File: config.mk
export PLATFORM = sky130hd
export DESIGN_NAME = multi_slot_two_stage_watchdog
export DESIGN_NICKNAME = d
export VERILOG_FILES = /design/src/rtl/wdg_pkg.sv /design/src/rtl/wdg_ctrl.sv /design/src/rtl/wdg_datapath.sv /design/src/rtl/multi_slot_two_stage_watchdog.sv
export SDC_FILE = /design/constraint.sdc
export NUM_CORES = 1
export LEC_CHECK = 0
export BUFFER_PORTS_ARGS = -buffer_cell sky130_fd_sc_hd__clkbuf_2
export CAP_MARGIN = 20
export CORE_MARGIN = 2
export CORE_UTILIZATION = 55
export DETAILED_ROUTE_END_ITERATION = 12
export HOLD_SLACK_MARGIN = 0.05
export PLACE_DENSITY = 0.72
export RECOVER_POWER = 50
export REMOVE_ABC_BUFFERS = 1
export SYNTH_ARGS = -nofsm -noshare
export SYNTH_HDL_FRONTEND = slang
export SYNTH_SLANG_ARGS = --single-unit
export TNS_END_PERCENT = 20
File: constraint.sdc
create_clock -name clock -period 4 [get_ports clock]
set_input_delay 0.6 -clock clock [delete_from_list [all_inputs] [get_ports clock]]
set_output_delay 0.6 -clock clock [all_outputs]
set_load 0.05 [all_outputs]
File: src/rtl/wdg_pkg.sv
// Package for the multi-slot two-stage watchdog.
// Holds the command codes, register indexes, field widths and the controller types.
// Depends on nothing.
`timescale 1ns / 1ps

package wdg_pkg;

   localparam int WDG_SLOTS      = 8;
   localparam int SLOT_W         = 3;
   localparam int TIMER_W        = 16;
   localparam int FLAGS_W        = 8;
   localparam int CSR_IDX_W      = 1;
   localparam int REQ_TDATA_W    = 8;
   localparam int RSP_TDATA_W    = 24;

   localparam logic [TIMER_W-1:0] SOFT_RESET = 16'd30;
   localparam logic [TIMER_W-1:0] HARD_RESET = 16'd20;

   typedef enum logic [1:0] {
      CMD_START     = 2'd0,
      CMD_STOP      = 2'd1,
      CMD_ABORT_ALL = 2'd2,
      CMD_TICK      = 2'd3
   } wdg_cmd_type;

   typedef enum logic [CSR_IDX_W-1:0] {
      REG_SOFT_TIMEOUT = 1'd0,
      REG_HARD_TIMEOUT = 1'd1
   } wdg_reg_type;

   typedef enum logic {
      CTL_EMPTY,
      CTL_FULL
   } wdg_state_type;

   // Commands from the controller to the datapath.
   typedef struct packed {
      logic step;   // a request beat is taken: update the slots and the result
   } wdg_ctl_type;

endpackage

File: src/rtl/wdg_ctrl.sv
// Handshake controller of the watchdog: owns the result-valid state.
// Depends on wdg_pkg.
`timescale 1ns / 1ps

module wdg_ctrl
   import wdg_pkg::*;
(
   input  logic        clock,
   input  logic        reset,
   input  logic        req_tvalid,
   output logic        req_tready,
   output logic        rsp_tvalid,
   input  logic        rsp_tready,
   output wdg_ctl_type ctl
);

   wdg_state_type state_ff, state_in;

   always_ff @(posedge clock) begin
      if (reset) begin
         state_ff <= CTL_EMPTY;
      end else begin
         state_ff <= state_in;
      end
   end

   // A new beat may be taken while the held result leaves in the same cycle.
   always_comb begin
      state_in   = state_ff;
      rsp_tvalid = 1'b0;
      req_tready = 1'b0;
      case (state_ff)
         CTL_EMPTY: begin
            req_tready = 1'b1;
            if (req_tvalid) begin
               state_in = CTL_FULL;
            end
         end
         CTL_FULL: begin
            rsp_tvalid = 1'b1;
            req_tready = rsp_tready;
            if (rsp_tready && !req_tvalid) begin
               state_in = CTL_EMPTY;
            end
         end
         default: begin
            state_in = CTL_EMPTY;
         end
      endcase
      ctl.step = req_tvalid && req_tready;
   end

endmodule

File: src/rtl/wdg_datapath.sv
// Datapath of the watchdog: timeout registers, per-slot timers and flags, result register.
// Depends on wdg_pkg; driven by wdg_ctrl.
`timescale 1ns / 1ps

module wdg_datapath
   import wdg_pkg::*;
#(
   parameter int SLOTS = WDG_SLOTS
) (
   input  logic                   clock,
   input  logic                   reset,
   input  wdg_ctl_type            ctl,
   input  logic [1:0]             command,
   input  logic [SLOT_W-1:0]      slot,
   input  logic                   csr_we,
   input  logic [CSR_IDX_W-1:0]   csr_index,
   input  logic [TIMER_W-1:0]     csr_wdata,
   output logic [FLAGS_W-1:0]     abort_flags,
   output logic [FLAGS_W-1:0]     recover_mask,
   output logic                   slot_abort
);

   logic [TIMER_W-1:0] soft_cfg_ff, hard_cfg_ff;

   logic [TIMER_W-1:0] soft_rem_ff  [SLOTS];
   logic [TIMER_W-1:0] soft_rem_in  [SLOTS];
   logic [TIMER_W-1:0] hard_rem_ff  [SLOTS];
   logic [TIMER_W-1:0] hard_rem_in  [SLOTS];
   logic [SLOTS-1:0]   soft_arm_ff, soft_arm_in;
   logic [SLOTS-1:0]   hard_arm_ff, hard_arm_in;
   logic [SLOTS-1:0]   flag_ff, flag_in;
   logic [SLOTS-1:0]   recover;
   logic [SLOTS-1:0]   slot_hit;

   logic [FLAGS_W-1:0] flags_ff, flags_in;
   logic [FLAGS_W-1:0] recov_ff, recov_in;
   logic               sabort_ff, sabort_in;

   always_ff @(posedge clock) begin
      if (reset) begin
         soft_cfg_ff <= SOFT_RESET;
         hard_cfg_ff <= HARD_RESET;
      end else if (csr_we) begin
         case (csr_index)
            REG_SOFT_TIMEOUT: soft_cfg_ff <= csr_wdata;
            REG_HARD_TIMEOUT: hard_cfg_ff <= csr_wdata;
            default: ;
         endcase
      end
   end

   always_comb begin
      logic hard_exp;
      logic soft_exp;
      for (int i = 0; i < SLOTS; i++) begin
         slot_hit[i]    = (32'(slot) == i);
         soft_rem_in[i] = soft_rem_ff[i];
         hard_rem_in[i] = hard_rem_ff[i];
         soft_arm_in[i] = soft_arm_ff[i];
         hard_arm_in[i] = hard_arm_ff[i];
         flag_in[i]     = flag_ff[i];
         recover[i]     = 1'b0;
         hard_exp       = hard_arm_ff[i] && (hard_rem_ff[i] <= TIMER_W'(1));
         soft_exp       = soft_arm_ff[i] && (soft_rem_ff[i] <= TIMER_W'(1));
         case (command)
            CMD_START: begin
               if (slot_hit[i]) begin
                  flag_in[i]     = 1'b0;
                  soft_rem_in[i] = soft_cfg_ff;
                  soft_arm_in[i] = 1'b1;
               end
            end
            CMD_STOP: begin
               if (slot_hit[i]) begin
                  soft_arm_in[i] = 1'b0;
                  hard_arm_in[i] = 1'b0;
                  soft_rem_in[i] = '0;
                  hard_rem_in[i] = '0;
                  flag_in[i]     = 1'b0;
               end
            end
            CMD_ABORT_ALL: begin
               flag_in[i] = 1'b1;
            end
            default: begin
               // Hard expiry wins over a soft expiry on the same tick.
               if (hard_exp) begin
                  soft_arm_in[i] = 1'b0;
                  hard_arm_in[i] = 1'b0;
                  soft_rem_in[i] = '0;
                  hard_rem_in[i] = '0;
                  flag_in[i]     = 1'b0;
                  recover[i]     = 1'b1;
               end else if (soft_exp) begin
                  soft_arm_in[i] = 1'b0;
                  soft_rem_in[i] = '0;
                  flag_in[i]     = 1'b1;
                  hard_rem_in[i] = hard_cfg_ff;
                  hard_arm_in[i] = 1'b1;
               end else begin
                  if (soft_arm_ff[i]) soft_rem_in[i] = soft_rem_ff[i] - TIMER_W'(1);
                  if (hard_arm_ff[i]) hard_rem_in[i] = hard_rem_ff[i] - TIMER_W'(1);
               end
            end
         endcase
      end
   end

   // Only the first eight slots show in the result masks.
   always_comb begin
      flags_in  = '0;
      recov_in  = '0;
      sabort_in = |(slot_hit & flag_in);
      for (int b = 0; b < FLAGS_W; b++) begin
         if (b < SLOTS) begin
            flags_in[b] = flag_in[b % SLOTS];
            recov_in[b] = recover[b % SLOTS];
         end
      end
   end

   always_ff @(posedge clock) begin
      if (reset) begin
         soft_arm_ff <= '0;
         hard_arm_ff <= '0;
         flag_ff     <= '0;
         for (int i = 0; i < SLOTS; i++) begin
            soft_rem_ff[i] <= '0;
            hard_rem_ff[i] <= '0;
         end
      end else if (ctl.step) begin
         soft_arm_ff <= soft_arm_in;
         hard_arm_ff <= hard_arm_in;
         flag_ff     <= flag_in;
         for (int i = 0; i < SLOTS; i++) begin
            soft_rem_ff[i] <= soft_rem_in[i];
            hard_rem_ff[i] <= hard_rem_in[i];
         end
      end
   end

   always_ff @(posedge clock) begin
      if (ctl.step) begin
         flags_ff  <= flags_in;
         recov_ff  <= recov_in;
         sabort_ff <= sabort_in;
      end
   end

   assign abort_flags  = flags_ff;
   assign recover_mask = recov_ff;
   assign slot_abort   = sabort_ff;

endmodule

File: src/rtl/multi_slot_two_stage_watchdog.sv
// Top level of the multi-slot two-stage watchdog.
// Depends on wdg_pkg, wdg_ctrl and wdg_datapath.
`timescale 1ns / 1ps

// The block watches SLOTS worker slots, each with a one-shot soft timer, a one-shot
// hard timer and an abort flag. A request beat carries a command in req_tuser (start,
// stop, raise all abort flags, tick) and a slot number in req_tdata. Every beat yields
// exactly one response beat in the following cycle: all per-slot counters are updated
// side by side when the beat is taken, and a single output register holds the response.
// A new request beat is taken in the same cycle as the held response leaves, so with
// rsp_tready high the block sustains one beat per clock. Timeout registers are to be
// written through the csr_ port only while no beat is in flight; the block does not
// check it. A value is sampled whenever a timer is loaded, and a value of zero acts as
// one tick. A slot number at or above SLOTS makes start and stop do nothing and gives
// a slot_abort of zero; slots beyond the eighth never appear in the response masks.

module multi_slot_two_stage_watchdog
   import wdg_pkg::*;
#(
   parameter int SLOTS = WDG_SLOTS
) (
   input  logic                   clock,
   input  logic                   reset,
   // Request channel.
   input  logic                   req_tvalid,
   output logic                   req_tready,
   input  logic [REQ_TDATA_W-1:0] req_tdata,   // [2:0] slot, rest zero
   input  logic [1:0]             req_tuser,   // [1:0] command
   // Response channel.
   output logic                   rsp_tvalid,
   input  logic                   rsp_tready,
   output logic [RSP_TDATA_W-1:0] rsp_tdata,   // [7:0] abort_flags, [15:8] recover_mask,
                                               // [16] slot_abort, rest zero
   // Configuration write port.
   input  logic                   csr_we,
   input  logic [CSR_IDX_W-1:0]   csr_index,
   input  logic [TIMER_W-1:0]     csr_wdata
);

   wdg_ctl_type        ctl;
   logic [FLAGS_W-1:0] abort_flags;
   logic [FLAGS_W-1:0] recover_mask;
   logic               slot_abort;

   // The controller alone decides when a beat is taken and when a response is shown.
   wdg_ctrl u_ctrl (
      .clock      (clock),
      .reset      (reset),
      .req_tvalid (req_tvalid),
      .req_tready (req_tready),
      .rsp_tvalid (rsp_tvalid),
      .rsp_tready (rsp_tready),
      .ctl        (ctl)
   );

   // The datapath holds the timers, the flags and the registered response.
   wdg_datapath #(
      .SLOTS (SLOTS)
   ) u_datapath (
      .clock        (clock),
      .reset        (reset),
      .ctl          (ctl),
      .command      (req_tuser),
      .slot         (req_tdata[SLOT_W-1:0]),
      .csr_we       (csr_we),
      .csr_index    (csr_index),
      .csr_wdata    (csr_wdata),
      .abort_flags  (abort_flags),
      .recover_mask (recover_mask),
      .slot_abort   (slot_abort)
   );

   assign rsp_tdata = {7'd0, slot_abort, recover_mask, abort_flags};

endmodule

==> impl_metrics.py, run 1 <==
metrics = {
    "cells_and_area": {
        "multi_input_area_um2": 8780,
        "fin_cells": 2479,
        "regArea_um2": 9340,
        "final_util": 0.611,
        "syn_to_final_growth_pct": 9.30,
        "drive_above_1_share": 0.0606,
        "fill_cells": 2816,
        "finalNetCount": 2064,
    },
    "power_and_ir_drop": {
        "p_leak_nw": 7.29,
        "power.total_w": 0.00859,
        "p_int_w": 0.00632,
        "p_comb_frac": 0.116,
        "switching_share": 0.264,
        "p_sw_w": 0.00227,
        "powerDensity_nw_per_um2": 418,
        "p_seq_frac": 0.495,
        "clock_power_share": 0.389,
        "ir_worst_vdd_v": 0.000328,
    },
    "worst_setup_path": {
        "crit_start": "u_datapath.hard_rem_ff[0][72]$_SDFFCE_PP0P_",
        "path_cells": "or3_1 > or4_1 > or4_1 > nand2_1 > clkbuf_1 > o32a_1 > buf_4",
        "worst_r2r_path_depth": 7,
        "r2r_setup_slack_ns": 0.48,
        "r2r_start": "u_datapath.hard_rem_ff[0][72]$_SDFFCE_PP0P_",
        "endpoint_kind": "register",
        "cp.required_ns": 4.21,
        "crit_path_top_delay_cell": "clkbuf_1",
        "r2r-end": "u_datapath.hard_rem_ff[0][74]$_SDFFCE_PP0P_",
        "crit_top_cell": "or4_1",
        "path_class": "register to register",
        "crit_fanout": 17,
        "crit_end": "u_datapath.hard_rem_ff[0][74]$_SDFFCE_PP0P_",
        "startpoint_type": "register",
        "cpPeakStageDelay_ns": 0.63,
        "worstPathArrival_ns": 3.72,
    },
    "clock_tree": {
        "clk_path_buf_depth": 3,
        "cts.sinks": 330,
        "cts-htree-levels": 2,
        "tritoncts": "built",
        "cts_hold_buf": 0,
        "cts_buffers": 37,
        "cts_setup_buffers": 0,
        "root_buffer": "clkbuf_16",
        "clk_latency_ns": 0.53,
        "cts_resized": 0,
        "clkTransAtPathRegs_ns": 0.06,
    },
    "logic_synthesis": {
        "synth.distinct_cells": 63,
        "synth_edf_count": 273,
        "netlist_area_um2": 18800,
        "ys_warn_count": 0,
        "synth-main-ff-cell": "edfxtp_1",
        "netlist_instances": 1992,
        "seq_area_frac_synth": 0.497,
        "avgSynthCellArea_um2": 9.44,
        "synthArstFlopShare": 0,
        "synth-seq-cells": 330,
    },
    "global_route": {
        "track_usage": 0.276,
        "grt_overflow": 0,
        "grt_pass1_wl_um": 77900,
        "grt_max_degree": 56,
        "antenna_found_initial": 2,
        "grt_pass1_vias": 14400,
    },
    "drt": {
        "ant_nets": 0,
        "num_vias": 15400,
        "drc_errors": 0,
        "wl_um": 49100,
        "drtIter0Drc": 1661,
        "wire_per_inst_um": 19.8,
        "vias_per_cell": 6.20,
        "drtPass1Iterations": 7,
    },
    "floorplan": {
        "ioPinCount": 58,
        "start_util": 0.559,
        "die_area_um2": 35700,
        "die_x_um": 189,
        "rows": 67,
        "die_h_um": 189,
        "core-area_um2": 33600,
    },
    "sta": {
        "skew_ns": 0.0201,
        "fin_crit_sh": 0.880,
        "slew_violations": 99,
        "hold_viol": 0,
        "worst_pin_slew_ns": 1.69,
        "setup_violations": 0,
        "max_slew_margin": -0.128,
        "fin_crit_ns": 3.52,
        "rsz0062_at_grt": "false",
        "fmax_mhz": 284,
    },
    "run_status": {
        "violations": "max-capacitance violations, max-slew violations",
        "outcome": "finished with violations",
    },
    "place": {
        "post-place-cells": 2408,
        "place_congestion": 0.906,
        "io_buffers": 45,
        "dp_hpwl_um": 32000,
    },
    "hold_path": {
        "hold_path.class": "input port to register",
    },
    "flow_run": {
        "maxCapViolations": 3,
    },
}
## stage by stage
step	hold WS, ns	setup WS [ns]	area, um2	setup TNS [ns]
finish	0.308	0.481	20500	0
global route	0.308	0.271	20500	0
CTS	0.289	0.648	20600	0
detailed placement	0.447	0.664	19400	0
global placement	0.445	0.736	19400	0
floorplan	0.431	-0.289	18300	-5.00
## cells in the final DEF, fill, tap and decap left out, drive strengths merged, types with 33 or more instances in the layout
| cell | n |
|---|---|
| a211oi | 123 |
| a21oi | 160 |
| buf | 34 |
| clkbuf | 105 |
| dfxtp | 57 |
| edfxtp | 273 |
| inv | 46 |
| nand2 | 256 |
| nand3 | 48 |
| nor2 | 250 |
| nor3 | 83 |
| nor4 | 48 |
| o22ai | 33 |
| xnor2 | 124 |
| xor2 | 75 |
## final cells by class
cell class	count	area share
clock inverters	19	0.00718
diodes	2	0.000244
multi-input cells	1495	0.427
repair buffers	90	0.0245
inverters	46	0.00840
flip-flops and latches	330	0.454
well taps	448	0.0273
clock buffers	49	0.0508
## cell families (layout without fill, tap and decap cells)
logic type,after synthesis,in the layout,share of synthesized area
AOI/OAI and AO/OA,424,424,0.145
xor gates and xnor gates,199,199,0.0927
adders and majority gates,32,32,0.0213
buffers and inverters,173,204,0.0376
and+or+nand+nor,833,833,0.206
other,1,9,0.000199
DFF,330,330,0.497
## layer usage
layer | share of wire | track usage | up-vias
li1 | - | - | 7282
met1 | 0.43 | 0.391 | 7374
met2 | 0.46 | 0.442 | 621
met3 | 0.082 | 0.0361 | 94
met4 | 0.028 | 0.0868 | 0
met5 | 0 | 0 | -
## state kept, by name, summed over array words and instances (netlist names)
signal                   cells
u_datapath.hard_rem_ff     128
u_datapath.soft_rem_ff     128
u_datapath.hard_cfg_ff      16
u_datapath.soft_cfg_ff      16
u_datapath.abort_flags       8
u_datapath.flag_ff           8
u_datapath.hard_arm_ff       8
u_datapath.recover_mask      8
u_datapath.soft_arm_ff       8
u_ctrl.state_ff              1
u_datapath.slot_abort        1
## critical path, delay by kind of cell (launching register included)
family                 cells  cell delay (ns)
and+or+nand+nor            4             1.65
DFF                        1             0.43
buffers and inverters      2             0.88
AOI/OAI and AO/OA          1             0.25
## Yosys cell counts (7+ instances only)
cell	n	share of area
edfxtp_1	273	0.44
nand2_1	256	0.051
nor2_1	250	0.050
a21oi_1	160	0.043
xnor2_1	124	0.058
a211oi_1	123	0.049
clkbuf_1	87	0.017
nor3_1	83	0.022
xor2_1	75	0.035
dfxtp_1	57	0.061
nand3_1	48	0.013
nor4_1	48	0.016
inv_1	44	0.0088
o22ai_1	33	0.011
ha_1	32	0.021
o21ai_0	31	0.0083
or4_1	26	0.010
or3_1	25	0.0083
nand2b_1	21	0.0070
buf_1	19	0.0038
nor2b_1	17	0.0057
and3_1	14	0.0047
o31ai_1	14	0.0056
buf_2	10	0.0027
buf_4	10	0.0040
o2111ai_1	10	0.0047
a31oi_1	8	0.0027
nand4_1	8	0.0027
nor3b_1	7	0.0028
nor4b_1	7	0.0033
## power by group through the flow
stage          Combinational [W]  Sequential, W  Clock [W]
2_1_floorplan           0.000676        0.00427          0
3_3_place_gp            0.000968        0.00429          0
3_5_place_dp            0.000991        0.00431          0
4_1_cts                 0.000999        0.00424    0.00339
5_1_grt                  0.00110        0.00427    0.00353
6_report                 0.00100        0.00425    0.00334
## how the worst min path moves through the flow
| stage | startpoint | end | slack, ns | cells after the start |
|---|---|---|---|---|
| finish | csr_wdata[13] | u_datapath.hard_cfg_ff[13]$_SDFFE_PP0P_ | 0.31 | 3 |
| global route | csr_wdata[10] | u_datapath.hard_cfg_ff[10]$_SDFFE_PP0P_ | 0.31 | 3 |
| CTS | csr_wdata[13] | u_datapath.hard_cfg_ff[13]$_SDFFE_PP0P_ | 0.29 | 3 |
| detailed placement | u_datapath.soft_cfg_ff[12]$_SDFFE_PP0P_ | u_datapath.soft_cfg_ff[12]$_SDFFE_PP0P_ | 0.45 | 2 |
| global placement | u_datapath.soft_cfg_ff[14]$_SDFFE_PP0P_ | u_datapath.soft_cfg_ff[14]$_SDFFE_PP0P_ | 0.45 | 2 |
| floorplan | u_datapath.soft_cfg_ff[0]$_SDFFE_PP0P_ | u_datapath.soft_cfg_ff[0]$_SDFFE_PP0P_ | 0.43 | 2 |
No activity file was read; power rests on OpenSTA's default activity.
==> inputs of run 2 (changes only) <==
--- a/config.mk
+++ b/config.mk
@@ -11,9 +11,9 @@
 export CORE_UTILIZATION = 55
 export DETAILED_ROUTE_END_ITERATION = 12
 export HOLD_SLACK_MARGIN = 0.05
+export MAX_ROUTING_LAYER = met4
 export PLACE_DENSITY = 0.72
 export RECOVER_POWER = 50
-export REMOVE_ABC_BUFFERS = 1
 export SYNTH_ARGS = -nofsm -noshare
 export SYNTH_HDL_FRONTEND = slang
 export SYNTH_SLANG_ARGS = --single-unit
==> impl_metrics.py, run 2 (synthesis results as in run 1) <==
metrics = {
    "worst_setup_path": {
        "startpoint_type": "register",
        "r2r-end": "u_datapath.hard_rem_ff[0][87]$_SDFFCE_PP0P_",
        "endpoint_kind": "register",
        "r2r_setup_slack_ns": 0.48,
        "r2r_start": "u_datapath.hard_rem_ff[0][85]$_SDFFCE_PP0P_",
        "crit_fanout": 17,
        "path_class": "register to register",
        "cp.required_ns": 4.17,
        "worstPathArrival_ns": 3.69,
        "worst_r2r_path_depth": 6,
    },
    "clock_tree": {
        "cts_resized": 0,
        "clk_path_buf_depth": 3,
        "cts-htree-levels": 2,
        "root_buffer": "clkbuf_16",
        "clk_latency_ns": 0.54,
        "cts_buffers": 38,
        "cts.sinks": 330,
        "clkTransAtPathRegs_ns": 0.06,
        "cts_hold_buf": 0,
        "tritoncts": "built",
        "cts_setup_buffers": 0,
    },
    "run_status": {
        "violations": "max-capacitance violations, max-slew violations",
        "outcome": "finished with violations",
    },
    "sta": {
        "skew_ns": 0.0264,
        "whs_ns": 0.296,
        "fmax_mhz": 284,
        "max_slew_margin": -0.303,
        "fin_crit_sh": 0.881,
        "setup_ws_ns": 0.478,
        "hold_viol": 0,
        "worst_pin_slew_ns": 1.96,
        "tns_ns": 0,
        "rsz0062_at_grt": "false",
        "slew_violations": 93,
        "fin_crit_ns": 3.52,
        "setup_violations": 0,
    },
    "power_and_ir_drop": {
        "p_leak_nw": 7.28,
        "ir_worst_vdd_v": 0.000314,
        "powerDensity_nw_per_um2": 417,
        "power.total_w": 0.00855,
    },
    "drt": {
        "vias_per_cell": 6.17,
        "ant_nets": 0,
        "drtIter0Drc": 1625,
        "wire_per_inst_um": 19.8,
        "drc_errors": 0,
        "wl_um": 49100,
        "drtPass1Iterations": 8,
        "num_vias": 15300,
    },
    "place": {
        "place_congestion": 0.895,
        "dp_hpwl_um": 32000,
        "dp_slack_ns": 0.759,
        "io_buffers": 45,
    },
    "cells_and_area": {
        "antenna_cells": 0,
        "drive_above_1_share": 0.0607,
        "final_cell_mix": "edfxtp_1 (273), nand2_1 (255), nor2_1 (250), a21oi_1 (160), xnor2_1 (124)",
        "finalNetCount": 2063,
        "top_regs": "u_datapath.hard_rem_ff: 128 flops, u_datapath.soft_rem_ff: 128 flops",
        "syn_to_final_growth_pct": 9.24,
        "final_common_cell": "edfxtp_1",
        "final_util": 0.611,
    },
    "floorplan": {
        "ioPinCount": 58,
        "core-area_um2": 33600,
        "die_area_um2": 35700,
        "start_util": 0.559,
        "rows": 67,
        "die_x_um": 189,
        "die_h_um": 189,
    },
    "hold_path": {
        "hold_path.class": "input port to register",
        "hold_path.startpoint": "csr_wdata[1]",
        "min_path_cells": 3,
        "worstHoldEndpoint": "u_datapath.soft_cfg_ff[1]$_SDFFE_PP1P_",
    },
    "global_route": {
        "grt_overflow": 0,
        "grt_pass1_vias": 14600,
        "track_usage": 0.284,
        "antenna_found_initial": 0,
        "grt_max_degree": 93,
        "grt_pass1_wl_um": 77800,
    },
    "flow_run": {
        "maxCapViolations": 1,
    },
}
## run 2: worst max-delay path by stage
stage / from / to / depth (start not counted)
finish: u_datapath.hard_rem_ff[0][85]$_SDFFCE_PP0P_ / u_datapath.hard_rem_ff[0][87]$_SDFFCE_PP0P_ / 6
CTS: u_datapath.hard_rem_ff[0][54]$_SDFFCE_PP0P_ / u_datapath.hard_rem_ff[0][56]$_SDFFCE_PP0P_ / 6
detailed placement: u_datapath.hard_rem_ff[0][54]$_SDFFCE_PP0P_ / u_datapath.hard_rem_ff[0][53]$_SDFFCE_PP0P_ / 6
floorplan: u_datapath.soft_rem_ff[0][74]$_SDFFCE_PN0P_ / u_datapath.soft_rem_ff[0][64]$_SDFFCE_PN0P_ / 5
global route: reset / u_datapath.soft_rem_ff[0][55]$_SDFFCE_PN0P_ / 6
global placement: u_datapath.hard_rem_ff[0][54]$_SDFFCE_PP0P_ / u_datapath.hard_rem_ff[0][52]$_SDFFCE_PP0P_ / 6
## run 2: final cells by class
cell class,instances,area [um2]
Sequential cell,330,9340
Tap cell,448,561
Timing Repair Buffer,88,493
Multi-Input combinational cell,1495,8800
Inverter,46,173
Clock inverter,10,75.1
Fill cell,2779,13100
Clock buffer,59,1100
## run 2: worst max-delay path, stage by stage, from the launching register on
cell,delay [ns]
edfxtp_1,0.44
or4_1,0.56
nand2b_1,0.25
or2_0,0.40
nand2_1,0.11
clkbuf_1,0.64
o32a_1,0.76
## run 2: report_power, final
group	internal (W)	total [W]	switching, W	leakage [nW]
sequential	0.00400	0.00424	0.000245	3.27
combinational	0.000353	0.00100	0.000647	3.44
clock	0.00190	0.00331	0.00141	0.577
## run 2: stage by stage
stage / instances / cell area (um2)
floorplan: 1998 / 18800
global placement: 2407 / 19400
detailed placement: 2407 / 19400
CTS: 2476 / 20600
global route: 2476 / 20500
finish: 2476 / 20500
## run 2: per-layer routing
layer	routed length (um)	part of all wire	GRT usage
met5	0	0	-
met4	1510	0.031	0.101
met3	3670	0.075	0.0308
met2	23200	0.47	0.455
met1	20600	0.42	0.377
